**config.mk**
```make
export PLATFORM = sky130hd
export DESIGN_NAME = running_lcm_of_resolutions
export DESIGN_NICKNAME = d
export VERILOG_FILES = /design/src/rtl/core/rlcm_pkg.sv /design/src/rtl/core/rlcm_lane.sv /design/src/rtl/core/running_lcm_of_resolutions.sv
export VERILOG_INCLUDE_DIRS = /design/src /design/src/rtl/core
export SDC_FILE = /design/constraint.sdc
export NUM_CORES = 2
export LEC_CHECK = 0
export ABC_AREA = 1
export CAP_MARGIN = 10
export CORE_MARGIN = 1.5
export CORE_UTILIZATION = 53
export DETAILED_ROUTE_END_ITERATION = 12
export DONT_BUFFER_PORTS = 1
export GPL_ROUTABILITY_DRIVEN = 0
export GPL_TIMING_DRIVEN = 0
export HOLD_SLACK_MARGIN = 0.15
export PLACE_DENSITY = 0.71
export SLEW_MARGIN = 0
export SYNTH_ARGS = -nofsm -noshare
export SYNTH_HDL_FRONTEND = slang
export SYNTH_SLANG_ARGS = --single-unit
export TNS_END_PERCENT = 5
```
**constraint.sdc**
```tcl
create_clock -name i_clk -period 9.6 [get_ports i_clk]
set_input_delay 1.44 -clock i_clk [delete_from_list [all_inputs] [get_ports i_clk]]
set_output_delay 1.44 -clock i_clk [all_outputs]
set_load 0.01 [all_outputs]
```
**src/rtl/core/running_lcm_of_resolutions_macros.svh**
```systemverilog
// assertion helpers for the top-level rtl
`ifndef RUNNING_LCM_OF_RESOLUTIONS_MACROS_SVH
`define RUNNING_LCM_OF_RESOLUTIONS_MACROS_SVH

// same-cycle implication
`define RLCM_ASSERT_IMP(label, clk, rst_n, ante, cons) \
    label: assert property (@(posedge clk) disable iff (!rst_n) (ante) |-> (cons)) \
        else $error("rlcm assertion failed");

// next-cycle implication
`define RLCM_ASSERT_NXT(label, clk, rst_n, ante, cons) \
    label: assert property (@(posedge clk) disable iff (!rst_n) (ante) |=> (cons)) \
        else $error("rlcm assertion failed");

`endif

```
**src/rtl/core/rlcm_pkg.sv**
```systemverilog
package rlcm_pkg;

    localparam int INPUT_BITS = 16;
    localparam int FIELD_BITS = 16;
    localparam int RUN_BITS   = 31;
    localparam int LANE_BITS  = (INPUT_BITS < FIELD_BITS) ? INPUT_BITS : FIELD_BITS;
    localparam int K_BITS     = $clog2(LANE_BITS);
    localparam int PROD_BITS  = RUN_BITS + LANE_BITS;

    localparam logic [RUN_BITS-1:0] RUN_MAX = {RUN_BITS{1'b1}};

    typedef struct packed {
        logic [FIELD_BITS-1:0] width;
        logic [FIELD_BITS-1:0] height;
        logic                  skip;
        logic                  restart;
    } t_req;

    typedef struct packed {
        logic [RUN_BITS-1:0] lcm_width;
        logic [RUN_BITS-1:0] lcm_height;
        logic                any_seen;
        logic                overflow;
    } t_res;

    typedef struct packed {
        logic                 start;
        logic                 ack;
        logic [RUN_BITS-1:0]  m;
        logic [LANE_BITS-1:0] n;
    } t_lane_req;

    typedef struct packed {
        logic                done;
        logic                sat;
        logic [RUN_BITS-1:0] lcm;
    } t_lane_stat;

endpackage

```
**src/rtl/core/rlcm_lane.sv**
```systemverilog
module rlcm_lane
    import rlcm_pkg::*;
(
    input  logic       i_clk,
    input  logic       i_rst_n,
    input  t_lane_req  i_req,
    output t_lane_stat o_stat
);

    localparam logic [2:0] L_IDLE = 3'd0;
    localparam logic [2:0] L_GCD  = 3'd1;
    localparam logic [2:0] L_DIV  = 3'd2;
    localparam logic [2:0] L_MUL  = 3'd3;
    localparam logic [2:0] L_SAT  = 3'd4;
    localparam logic [2:0] L_DONE = 3'd5;

    logic [2:0]           r_st, n_st;
    logic [RUN_BITS-1:0]  r_m, n_m;
    logic [RUN_BITS-1:0]  r_a, n_a;
    logic [LANE_BITS-1:0] r_b, n_b;
    logic [LANE_BITS-1:0] r_n, n_n;
    logic [K_BITS-1:0]    r_k, n_k;
    logic [LANE_BITS-1:0] r_g, n_g;
    logic [LANE_BITS-1:0] r_rem, n_rem;
    logic [LANE_BITS-1:0] r_q, n_q;
    logic [K_BITS-1:0]    r_cnt, n_cnt;
    logic [PROD_BITS-1:0] r_prod, n_prod;
    logic [RUN_BITS-1:0]  r_lcm, n_lcm;
    logic                 r_sat, n_sat;
    logic [LANE_BITS:0]   trial;

    always_comb begin
        n_st   = r_st;
        n_m    = r_m;
        n_a    = r_a;
        n_b    = r_b;
        n_n    = r_n;
        n_k    = r_k;
        n_g    = r_g;
        n_rem  = r_rem;
        n_q    = r_q;
        n_cnt  = r_cnt;
        n_prod = r_prod;
        n_lcm  = r_lcm;
        n_sat  = r_sat;
        trial  = {r_rem, r_q[LANE_BITS-1]};
        unique case (r_st)
            L_IDLE: begin
                if (i_req.start) begin
                    n_m = i_req.m;
                    n_n = i_req.n;
                    n_a = i_req.m;
                    n_b = i_req.n;
                    n_k = '0;
                    if (i_req.n == '0) begin
                        n_lcm = '0;
                        n_sat = 1'b0;
                        n_st  = L_DONE;
                    end else begin
                        n_st = L_GCD;
                    end
                end
            end
            // binary gcd, one shift or subtract a cycle
            L_GCD: begin
                priority if (r_a == '0) begin
                    n_g   = LANE_BITS'(r_b << r_k);
                    n_rem = '0;
                    n_q   = r_n;
                    n_cnt = K_BITS'(LANE_BITS - 1);
                    n_st  = L_DIV;
                end else if (!r_a[0] && !r_b[0]) begin
                    n_a = r_a >> 1;
                    n_b = r_b >> 1;
                    n_k = r_k + 1'b1;
                end else if (!r_a[0]) begin
                    n_a = r_a >> 1;
                end else if (!r_b[0]) begin
                    n_b = r_b >> 1;
                end else if (r_a >= RUN_BITS'(r_b)) begin
                    n_a = (r_a - RUN_BITS'(r_b)) >> 1;
                end else begin
                    n_b = (r_b - LANE_BITS'(r_a)) >> 1;
                end
            end
            // restoring division n / g, one quotient bit a cycle
            L_DIV: begin
                if (trial >= {1'b0, r_g}) begin
                    n_rem = LANE_BITS'(trial - {1'b0, r_g});
                    n_q   = {r_q[LANE_BITS-2:0], 1'b1};
                end else begin
                    n_rem = LANE_BITS'(trial);
                    n_q   = {r_q[LANE_BITS-2:0], 1'b0};
                end
                if (r_cnt == '0) begin
                    n_st = L_MUL;
                end else begin
                    n_cnt = r_cnt - 1'b1;
                end
            end
            L_MUL: begin
                n_prod = PROD_BITS'(r_m) * PROD_BITS'(r_q);
                n_st   = L_SAT;
            end
            L_SAT: begin
                if (r_prod > PROD_BITS'(RUN_MAX)) begin
                    n_lcm = RUN_MAX;
                    n_sat = 1'b1;
                end else begin
                    n_lcm = r_prod[RUN_BITS-1:0];
                    n_sat = 1'b0;
                end
                n_st = L_DONE;
            end
            L_DONE: begin
                if (i_req.ack) begin
                    n_st = L_IDLE;
                end
            end
            default: begin
                n_st = L_IDLE;
            end
        endcase
    end

    always_ff @(posedge i_clk) begin
        if (!i_rst_n) begin
            r_st <= L_IDLE;
        end else begin
            r_st <= n_st;
        end
    end

    always_ff @(posedge i_clk) begin
        r_m    <= n_m;
        r_a    <= n_a;
        r_b    <= n_b;
        r_n    <= n_n;
        r_k    <= n_k;
        r_g    <= n_g;
        r_rem  <= n_rem;
        r_q    <= n_q;
        r_cnt  <= n_cnt;
        r_prod <= n_prod;
        r_lcm  <= n_lcm;
        r_sat  <= n_sat;
    end

    assign o_stat.done = (r_st == L_DONE);
    assign o_stat.sat  = r_sat;
    assign o_stat.lcm  = r_lcm;

endmodule

```
**src/rtl/core/running_lcm_of_resolutions.sv**
```systemverilog
// channel  direction  handshake                   payload
// in       input      i_in_valid / o_in_stall     i_in_req  (width, height, skip, restart)
// out      output     o_out_valid / i_out_stall   o_out_res (lcm_width, lcm_height, any_seen,
//                                                            overflow)
//
// a skipped or seeding request waits in the pending state for the output register
// a combining request runs both lanes side by side: binary gcd at one step a cycle
// of the 31-bit running value and the 16-bit input, a restoring divide, multiply,
// saturate and merge; a lane whose new dimension is zero goes straight to done with a
// zero result
// one request is in flight at a time; the output register holds a result under stall
// reset is synchronous, active low, and clears the running values and flags
module running_lcm_of_resolutions
    import rlcm_pkg::*;
(
    input  logic i_clk,
    input  logic i_rst_n,
    input  logic i_in_valid,
    output logic o_in_stall,
    input  t_req i_in_req,
    output logic o_out_valid,
    input  logic i_out_stall,
    output t_res o_out_res
);

`include "running_lcm_of_resolutions_macros.svh"

    localparam logic [1:0] ST_IDLE = 2'd0;
    localparam logic [1:0] ST_BUSY = 2'd1;
    localparam logic [1:0] ST_PEND = 2'd2;

    logic [1:0]          r_state, n_state;
    logic [RUN_BITS-1:0] r_run_w, n_run_w;
    logic [RUN_BITS-1:0] r_run_h, n_run_h;
    logic                r_seen, n_seen;
    logic                r_ovf, n_ovf;
    logic                r_out_valid, n_out_valid;
    t_res                r_out, n_out;

    t_lane_req  req_w, req_h;
    t_lane_stat stat_w, stat_h;

    logic                 in_acc;
    logic                 merge;
    logic [LANE_BITS-1:0] w_n, h_n;

    assign in_acc = i_in_valid && !o_in_stall;
    assign merge  = (r_state == ST_BUSY) && stat_w.done && stat_h.done;
    assign w_n    = i_in_req.width[LANE_BITS-1:0];
    assign h_n    = i_in_req.height[LANE_BITS-1:0];

    always_comb begin
        req_w.start = 1'b0;
        req_w.ack   = merge;
        req_w.m     = r_run_w;
        req_w.n     = w_n;
        req_h.start = 1'b0;
        req_h.ack   = merge;
        req_h.m     = r_run_h;
        req_h.n     = h_n;

        n_state     = r_state;
        n_run_w     = r_run_w;
        n_run_h     = r_run_h;
        n_seen      = r_seen;
        n_ovf       = r_ovf;
        n_out       = r_out;
        n_out_valid = r_out_valid;
        if (r_out_valid && !i_out_stall) begin
            n_out_valid = 1'b0;
        end

        unique case (r_state)
            ST_IDLE: begin
                if (in_acc) begin
                    // restart never reaches the lanes: with skip it leaves nothing seen
                    priority if (i_in_req.skip) begin
                        if (i_in_req.restart) begin
                            n_run_w = '0;
                            n_run_h = '0;
                            n_seen  = 1'b0;
                            n_ovf   = 1'b0;
                        end
                        n_state = ST_PEND;
                    end else if (i_in_req.restart || !r_seen) begin
                        n_run_w = RUN_BITS'(w_n);
                        n_run_h = RUN_BITS'(h_n);
                        n_seen  = 1'b1;
                        if (i_in_req.restart) begin
                            n_ovf = 1'b0;
                        end
                        n_state = ST_PEND;
                    end else begin
                        req_w.start = 1'b1;
                        req_h.start = 1'b1;
                        n_state     = ST_BUSY;
                    end
                end
            end
            ST_BUSY: begin
                if (merge) begin
                    n_run_w = stat_w.lcm;
                    n_run_h = stat_h.lcm;
                    n_ovf   = r_ovf | stat_w.sat | stat_h.sat;
                    n_state = ST_PEND;
                end
            end
            ST_PEND: begin
                if (!r_out_valid || !i_out_stall) begin
                    n_out.lcm_width  = r_run_w;
                    n_out.lcm_height = r_run_h;
                    n_out.any_seen   = r_seen;
                    n_out.overflow   = r_ovf;
                    n_out_valid      = 1'b1;
                    n_state          = ST_IDLE;
                end
            end
            default: begin
                n_state = ST_IDLE;
            end
        endcase
    end

    always_ff @(posedge i_clk) begin
        if (!i_rst_n) begin
            r_state     <= ST_IDLE;
            r_run_w     <= '0;
            r_run_h     <= '0;
            r_seen      <= 1'b0;
            r_ovf       <= 1'b0;
            r_out_valid <= 1'b0;
        end else begin
            r_state     <= n_state;
            r_run_w     <= n_run_w;
            r_run_h     <= n_run_h;
            r_seen      <= n_seen;
            r_ovf       <= n_ovf;
            r_out_valid <= n_out_valid;
        end
    end

    always_ff @(posedge i_clk) begin
        r_out <= n_out;
    end

    rlcm_lane u_lane_w (
        .i_clk   (i_clk),
        .i_rst_n (i_rst_n),
        .i_req   (req_w),
        .o_stat  (stat_w)
    );

    rlcm_lane u_lane_h (
        .i_clk   (i_clk),
        .i_rst_n (i_rst_n),
        .i_req   (req_h),
        .o_stat  (stat_h)
    );

    assign o_in_stall  = (r_state != ST_IDLE);
    assign o_out_valid = r_out_valid;
    assign o_out_res   = r_out;

    `RLCM_ASSERT_IMP(a_lane_done_busy, i_clk, i_rst_n, stat_w.done || stat_h.done, r_state == ST_BUSY)
    `RLCM_ASSERT_NXT(a_accept_blocks, i_clk, i_rst_n, in_acc, o_in_stall)
    `RLCM_ASSERT_IMP(a_empty_pass, i_clk, i_rst_n, !r_seen, r_run_w == '0 && r_run_h == '0 && !r_ovf)
    `RLCM_ASSERT_IMP(a_ovf_from_merge, i_clk, i_rst_n, $rose(r_ovf), $past(r_state) == ST_BUSY)

endmodule

```
; After elaboration in Yosys (flattened, before gate mapping)
; Cells that the tools add are included.
[classes]
eq_ne = 42
bitwise_logic = 2
add_sub_neg = 10
multipliers = 2
n_reduce_logical = 61
shifts = 2
n_mux = 113
n_lt_le_gt_ge = 6
[ops]
columns = operator, n
row1 = $mux 31, 27
row2 = $pmux 31 s2, 6
row3 = $mux 16, 18
row4 = $pmux 16 s2, 6
row5 = $gt 47x31->1 const B, 2
row6 = $mul 31x16->47, 2
row7 = $sub 16x16->16, 4
row8 = $ge 31x16->1, 2
row9 = $logic_not 31->1, 2
row10 = $sub 31x16->31, 2
row11 = $mux 4, 9
row12 = $pmux 3 s6, 2
row13 = $ge 17x16->1, 2
row14 = $logic_not 16->1, 2
row15 = $pmux 4 s2, 4
row16 = $reduce_and 4->1, 8
row17 = $shl 16x4->16, 2
row18 = $mux 3, 9
row19 = $reduce_and 5->1, 5
row20 = $ne 4x4->1 const B, 6
row21 = $mux 1, 23
row22 = $reduce_and 3->1, 7
row23 = $ne 2x1->1 const B, 10
row24 = $ne 2x2->1 const B, 10
row25 = 21 further kinds, 68
[totals]
register_bits = 595
out_inout_bits = 66

; Depth between registers and ports, before layout
[depth]
word_depth = 8
mapped_depth = 28
depth_no_buf = 26

; Hierarchy
; From an unflattened synthesis, not the netlist that was laid out.
[hier_totals]
hier_cells = 8225
area_unflattened_um2 = 65183.8
[by_module_without_submodules]
columns = module, cells_each, n_inst, seq_area_each_um2, area_per_inst_um2
row1 = rlcm_lane (u_lane_h), 3848, 1, 6936.7, 30147.7
row2 = rlcm_lane (u_lane_w), 3780, 1, 6936.7, 29791.1
row3 = running_lcm_of_resolutions, 597, 1, 3263.1, 5245.0

; Worst setup path after synthesis
; No wires, ideal clock.
[synth_timing]
kind = reg-to-reg
start = register u_lane_h.r_m[28]
end = register u_lane_h.r_prod[43], data pin
path_buffers = 2
synth_period_minus_slack_ps = 5584
required_time_ps = 9346
path_stages_with_launch = 23
slack_ps = 4016
arrival_ps = 5330
cell_sequence = edfxtp_1 > clkbuf_1 > clkbuf_1 > nand2_1 > fa_1 > inv_1 > fa_1 > inv_1 > fa_1 > inv_1 > fa_1 > fa_1 > inv_1 > fa_1 > inv_1 > ha_1 > nand2_1 > nor2_1 > inv_1 > nor4_1 > nand3_1 > nand4_1 > nand2_1
[synth_between]
elab_chain_cells = 1
[synth_lines]
columns = element, line
row1 = start: declaration, rlcm_lane.sv:18  ; logic [RUN_BITS-1:0] r_m, n_m;
row2 = start signal: assignment, rlcm_lane.sv:135  ; r_m <= n_m;
row3 = $mul 31x16->47, rlcm_lane.sv:102  ; n_prod = PROD_BITS'(r_m) * PROD_BITS'(r_q);
row4 = end signal: assignment, rlcm_lane.sv:144  ; r_prod <= n_prod;
row5 = end: declaration, rlcm_lane.sv:27  ; logic [PROD_BITS-1:0] r_prod, n_prod;
; Every way passes these cells.
; A chain may end at the register's enable or synchronous reset.

; Final worst setup path
[layout_timing]
start = register u_lane_w.r_m[12]
end = register u_lane_w.r_prod[35], data pin
[layout_between]
elab_chain_cells = 1
[layout_lines]
columns = element, line
row1 = start: declaration, rlcm_lane.sv:18
row2 = start signal: assignment, rlcm_lane.sv:135
row3 = $mul 31x16->47, rlcm_lane.sv:102
row4 = end signal: assignment, rlcm_lane.sv:144
row5 = end: declaration, rlcm_lane.sv:27
; Every way passes these cells.

==> summary.md <==
| Metric | Value |
|---|---|
| Hold Vio Cnt, Final | 0 |
| ANT nets after route | 0 |
| CP required | about 10 ns |
| Max cap viols | 0 |
| Wire per inst | 20.8 um |
| Critical path launch point | u_lane_w.r_m[12] |
| Gate Count Post-Synth | 8125 |
| M2 GR Usage | 52.5% |
| CTS buffer count | 70 |
| Static Leak | 35.0 nW |
| Mean Syn Cell Area | 8.03 um^2 |
| Initial core utilization | 53.5% |
| Count of input and output buffers | 0 |
| Max Clock Skew | 0.0501 ns |
| Iter 0 DRT Violations | 5781 |
| Dominant cell type by area after synthesis | fa_1 |
| Slew @ Worst Pin | 1.19 ns |
| Synthesized area | around 65000 um^2 |
| GR Util met1 | 40.8% |
| Final Routed Wirelength | 206000 um |
| Seq/Total Area, Yosys | 26.3% |
| Critical Path Sink Type | register |
| Worst min path class | reg -> reg |
| Ratio of final minimum period to clock period | 74.3% |
| Multi-input logic area | 39400 um^2 |
| Grt ovf | 0 |
| Residual DRC | 0 |
| Antenna violations before repair | 9 |
| Max-slew headroom | 20.7% |
| Minimum clock period | 7.14 ns |
| Clk Latency, worst-skew pair | slightly below 0.7 ns |
| Max H-tree Level | 3 |
| Avg Vias per Cell | 5.52 |
| DP Wirelength | 170000 um |
| Nets | 9400 |
| TritonCTS clock tree | yes |
| Synth top area share | 25.0% |
| Yosys cell types | 54 |
| Critical path peak fanout | 10 |
| Cell area after layout | 69900 um^2 |
| Area delta synth->final | 7.24% |
| Top post-synthesis cells by count | 2153 x nand2_1, 1878 x inv_1, 814 x fa_1 |
| Clock root buffer master | clkbuf_16 |
| Crit Reg-Reg Startpoint | u_lane_w.r_m[12] |
| Gr busiest metal | met2 |
| Critical setup path kind | reg -> reg |
| VDD IR max | 151 uV |
| Most common cell in the netlist | nand2_1 |
| Vias in the first global route | 55000 |
| Power per cell area | 158 nW/um^2 |
| Placed cell area | roughly 68000 um^2 |
| Largest cells by area after synthesis | fa_1 25%, edfxtp_1 24%, nand2_1 12% |
| Die Y-Extent | about 350 um |
| Pins Over Slew Limit | 0 |
| Crit path launch type | register |
| TNS Setup | 0 ns |
| Total global-route track usage | 33.1% |
| Syn Nets | 9315 |
| Fmax | between 0.1 and 0.15 GHz |
| Setup bufs post-CTS | 0 |
| Min-delay src | u_lane_w.r_n[7] |
| Status | finished, final reports clean |
| Number of fillers in the final layout | 10900 |
| Met3 GRT Util | 7.92% |
| Die W | 354 um |
| Drt first pass iters | 9 |
| Die Area | 125000 um^2 |
| Post-synth EDFFs | 522 |
| Fraction of registers with async set/reset | 0% |
| Critical path arrival | 7.56 ns |
| Hold Buf Count CTS | 0 |
| RSZ-0062 raised after global routing | false |
| Setup-failing EPs final | 0 |
| Largest net degree at the start of global routing | 34 |
| Register Area | around 17000 um^2 |
| Clock Sinks | 595 |
| Register bit total from synthesis | 595 |
| Clock Path Buffers | 3 |
| Prevailing post-synth register cell | edfxtp_1 |
| Vias post-DR | 54700 |
| PostCTS Resize Cnt | 0 |
| Share of cells above drive strength 1 | 4.12% |
| Core area | 122000 um^2 |
| # IOs | 104 |
| Synth warn | 0 |
| First-pass GRT wire length | 316000 um |
| Row cnt | 128 |
| Clk slew on worst S/H paths | 0.06 ns |
[area by class of cell]
class,instances,area share (%)
antenna,7,0.0250
clock buffer,88,2.72
multi-input combinational,5258,56.4
buffer,365,2.21
timing repair buffer,13,0.381
clock inverter,42,0.655
inverter,1907,10.2
sequential,595,24.5
tap,1625,2.91
[placed cells by master, fill, tap and decap left out, types with 9 or more instances in the layout]
master,n
xor2_1,105
nand2_1,2153
clkbuf_1,314
a21oi_1,365
nand3_1,197
nor3_1,28
a21boi_0,14
clkbuf_16,70
buf_2,23
edfxtp_1,522
o21ai_0,278
clkinv_2,17
dfxtp_1,73
fa_1,814
nor2_1,505
buf_1,9
inv_2,23
nor2_4,11
o211ai_1,15
ha_1,338
nand3_2,21
a31oi_1,10
o21bai_1,27
a22oi_2,12
o31ai_1,32
a21o_1,11
buf_4,25
a22oi_1,12
o21ai_2,21
o21ai_1,20
nand3b_1,9
nand2_2,23
nor2_2,16
xnor2_1,45
nor4_1,23
inv_1,1878
nor3b_1,31
nand4_1,67
[layer usage]
metal  wire, um  vias to the layer above
met4      15500                        6
met1      75700                    26000
li1           -                    24800
met3      22100                      723
met2      92300                     3134
met5         37                        -
[registers in the layout, summed over array words and instances, names as in the netlist, 31 cells and up]
| name | cells |
|---|---|
| o_out_res | 64 |
| r_run_h | 31 |
| r_run_w | 31 |
| u_lane_h.r_a | 31 |
| u_lane_h.r_lcm | 31 |
| u_lane_h.r_m | 31 |
| u_lane_h.r_prod | 47 |
| u_lane_w.r_a | 31 |
| u_lane_w.r_lcm | 31 |
| u_lane_w.r_m | 31 |
| u_lane_w.r_prod | 47 |
[critical path, cell delays in order, from the launching register on]
cell	delay, ns
edfxtp_1	0.42
clkbuf_1	0.51
clkbuf_1	0.57
nand2_1	0.18
fa_1	0.54
fa_1	0.56
fa_1	0.53
inv_1	0.06
fa_1	0.52
fa_1	0.54
inv_1	0.06
fa_1	0.51
inv_1	0.06
ha_1	0.39
a21oi_1	0.28
inv_1	0.08
nor2_1	0.24
o21ai_0	0.16
o21bai_1	0.24
nand3_1	0.21
nand2_1	0.08
nand2_1	0.06
nand2_1	0.07
[report_power, final]
group,internal (W),total (W),switching [W]
logic,0.00155,0.00480,0.00325
registers,0.00322,0.00348,0.000256
clock network,0.00154,0.00276,0.00121
[final timing paths]
kind | to | slack [ns] | cells after the start
worst max-delay path | u_lane_w.r_prod[35] | 2.46 | 22
worst min-delay path | u_lane_w.r_q[7] | 0.51 | 2
worst min register to register | u_lane_w.r_q[7] | 0.51 | 2
worst max register to register | u_lane_w.r_prod[35] | 2.46 | 22
[kinds of logic after synthesis]
kind of cell	share of synthesized area, %
simple gates	19.6
buf+inv	13.4
fa+ha+maj	31.5
compound gates	7.30
flops	26.3
xor+xnor	2.01
mux	0.0307
[through the flow]
step | utilization [%] | total power (W) | instances | setup slack [ns] | hold WS, ns
6_report | 57.4 | 0.0110 | 9900 | 2.46 | 0.510
3_3_place_gp | 55.2 | 0.00808 | 9750 | 2.01 | 0.491
4_1_cts | 57.4 | 0.0109 | 9892 | 2.57 | 0.506
5_1_grt | 57.4 | 0.0117 | 9893 | 2.18 | 0.515
3_5_place_dp | 55.4 | 0.00816 | 9762 | 2.62 | 0.497
2_1_floorplan | - | 0.00672 | 8125 | 4.02 | 0.426
Note: power is estimated with default switching activity, not from simulation.
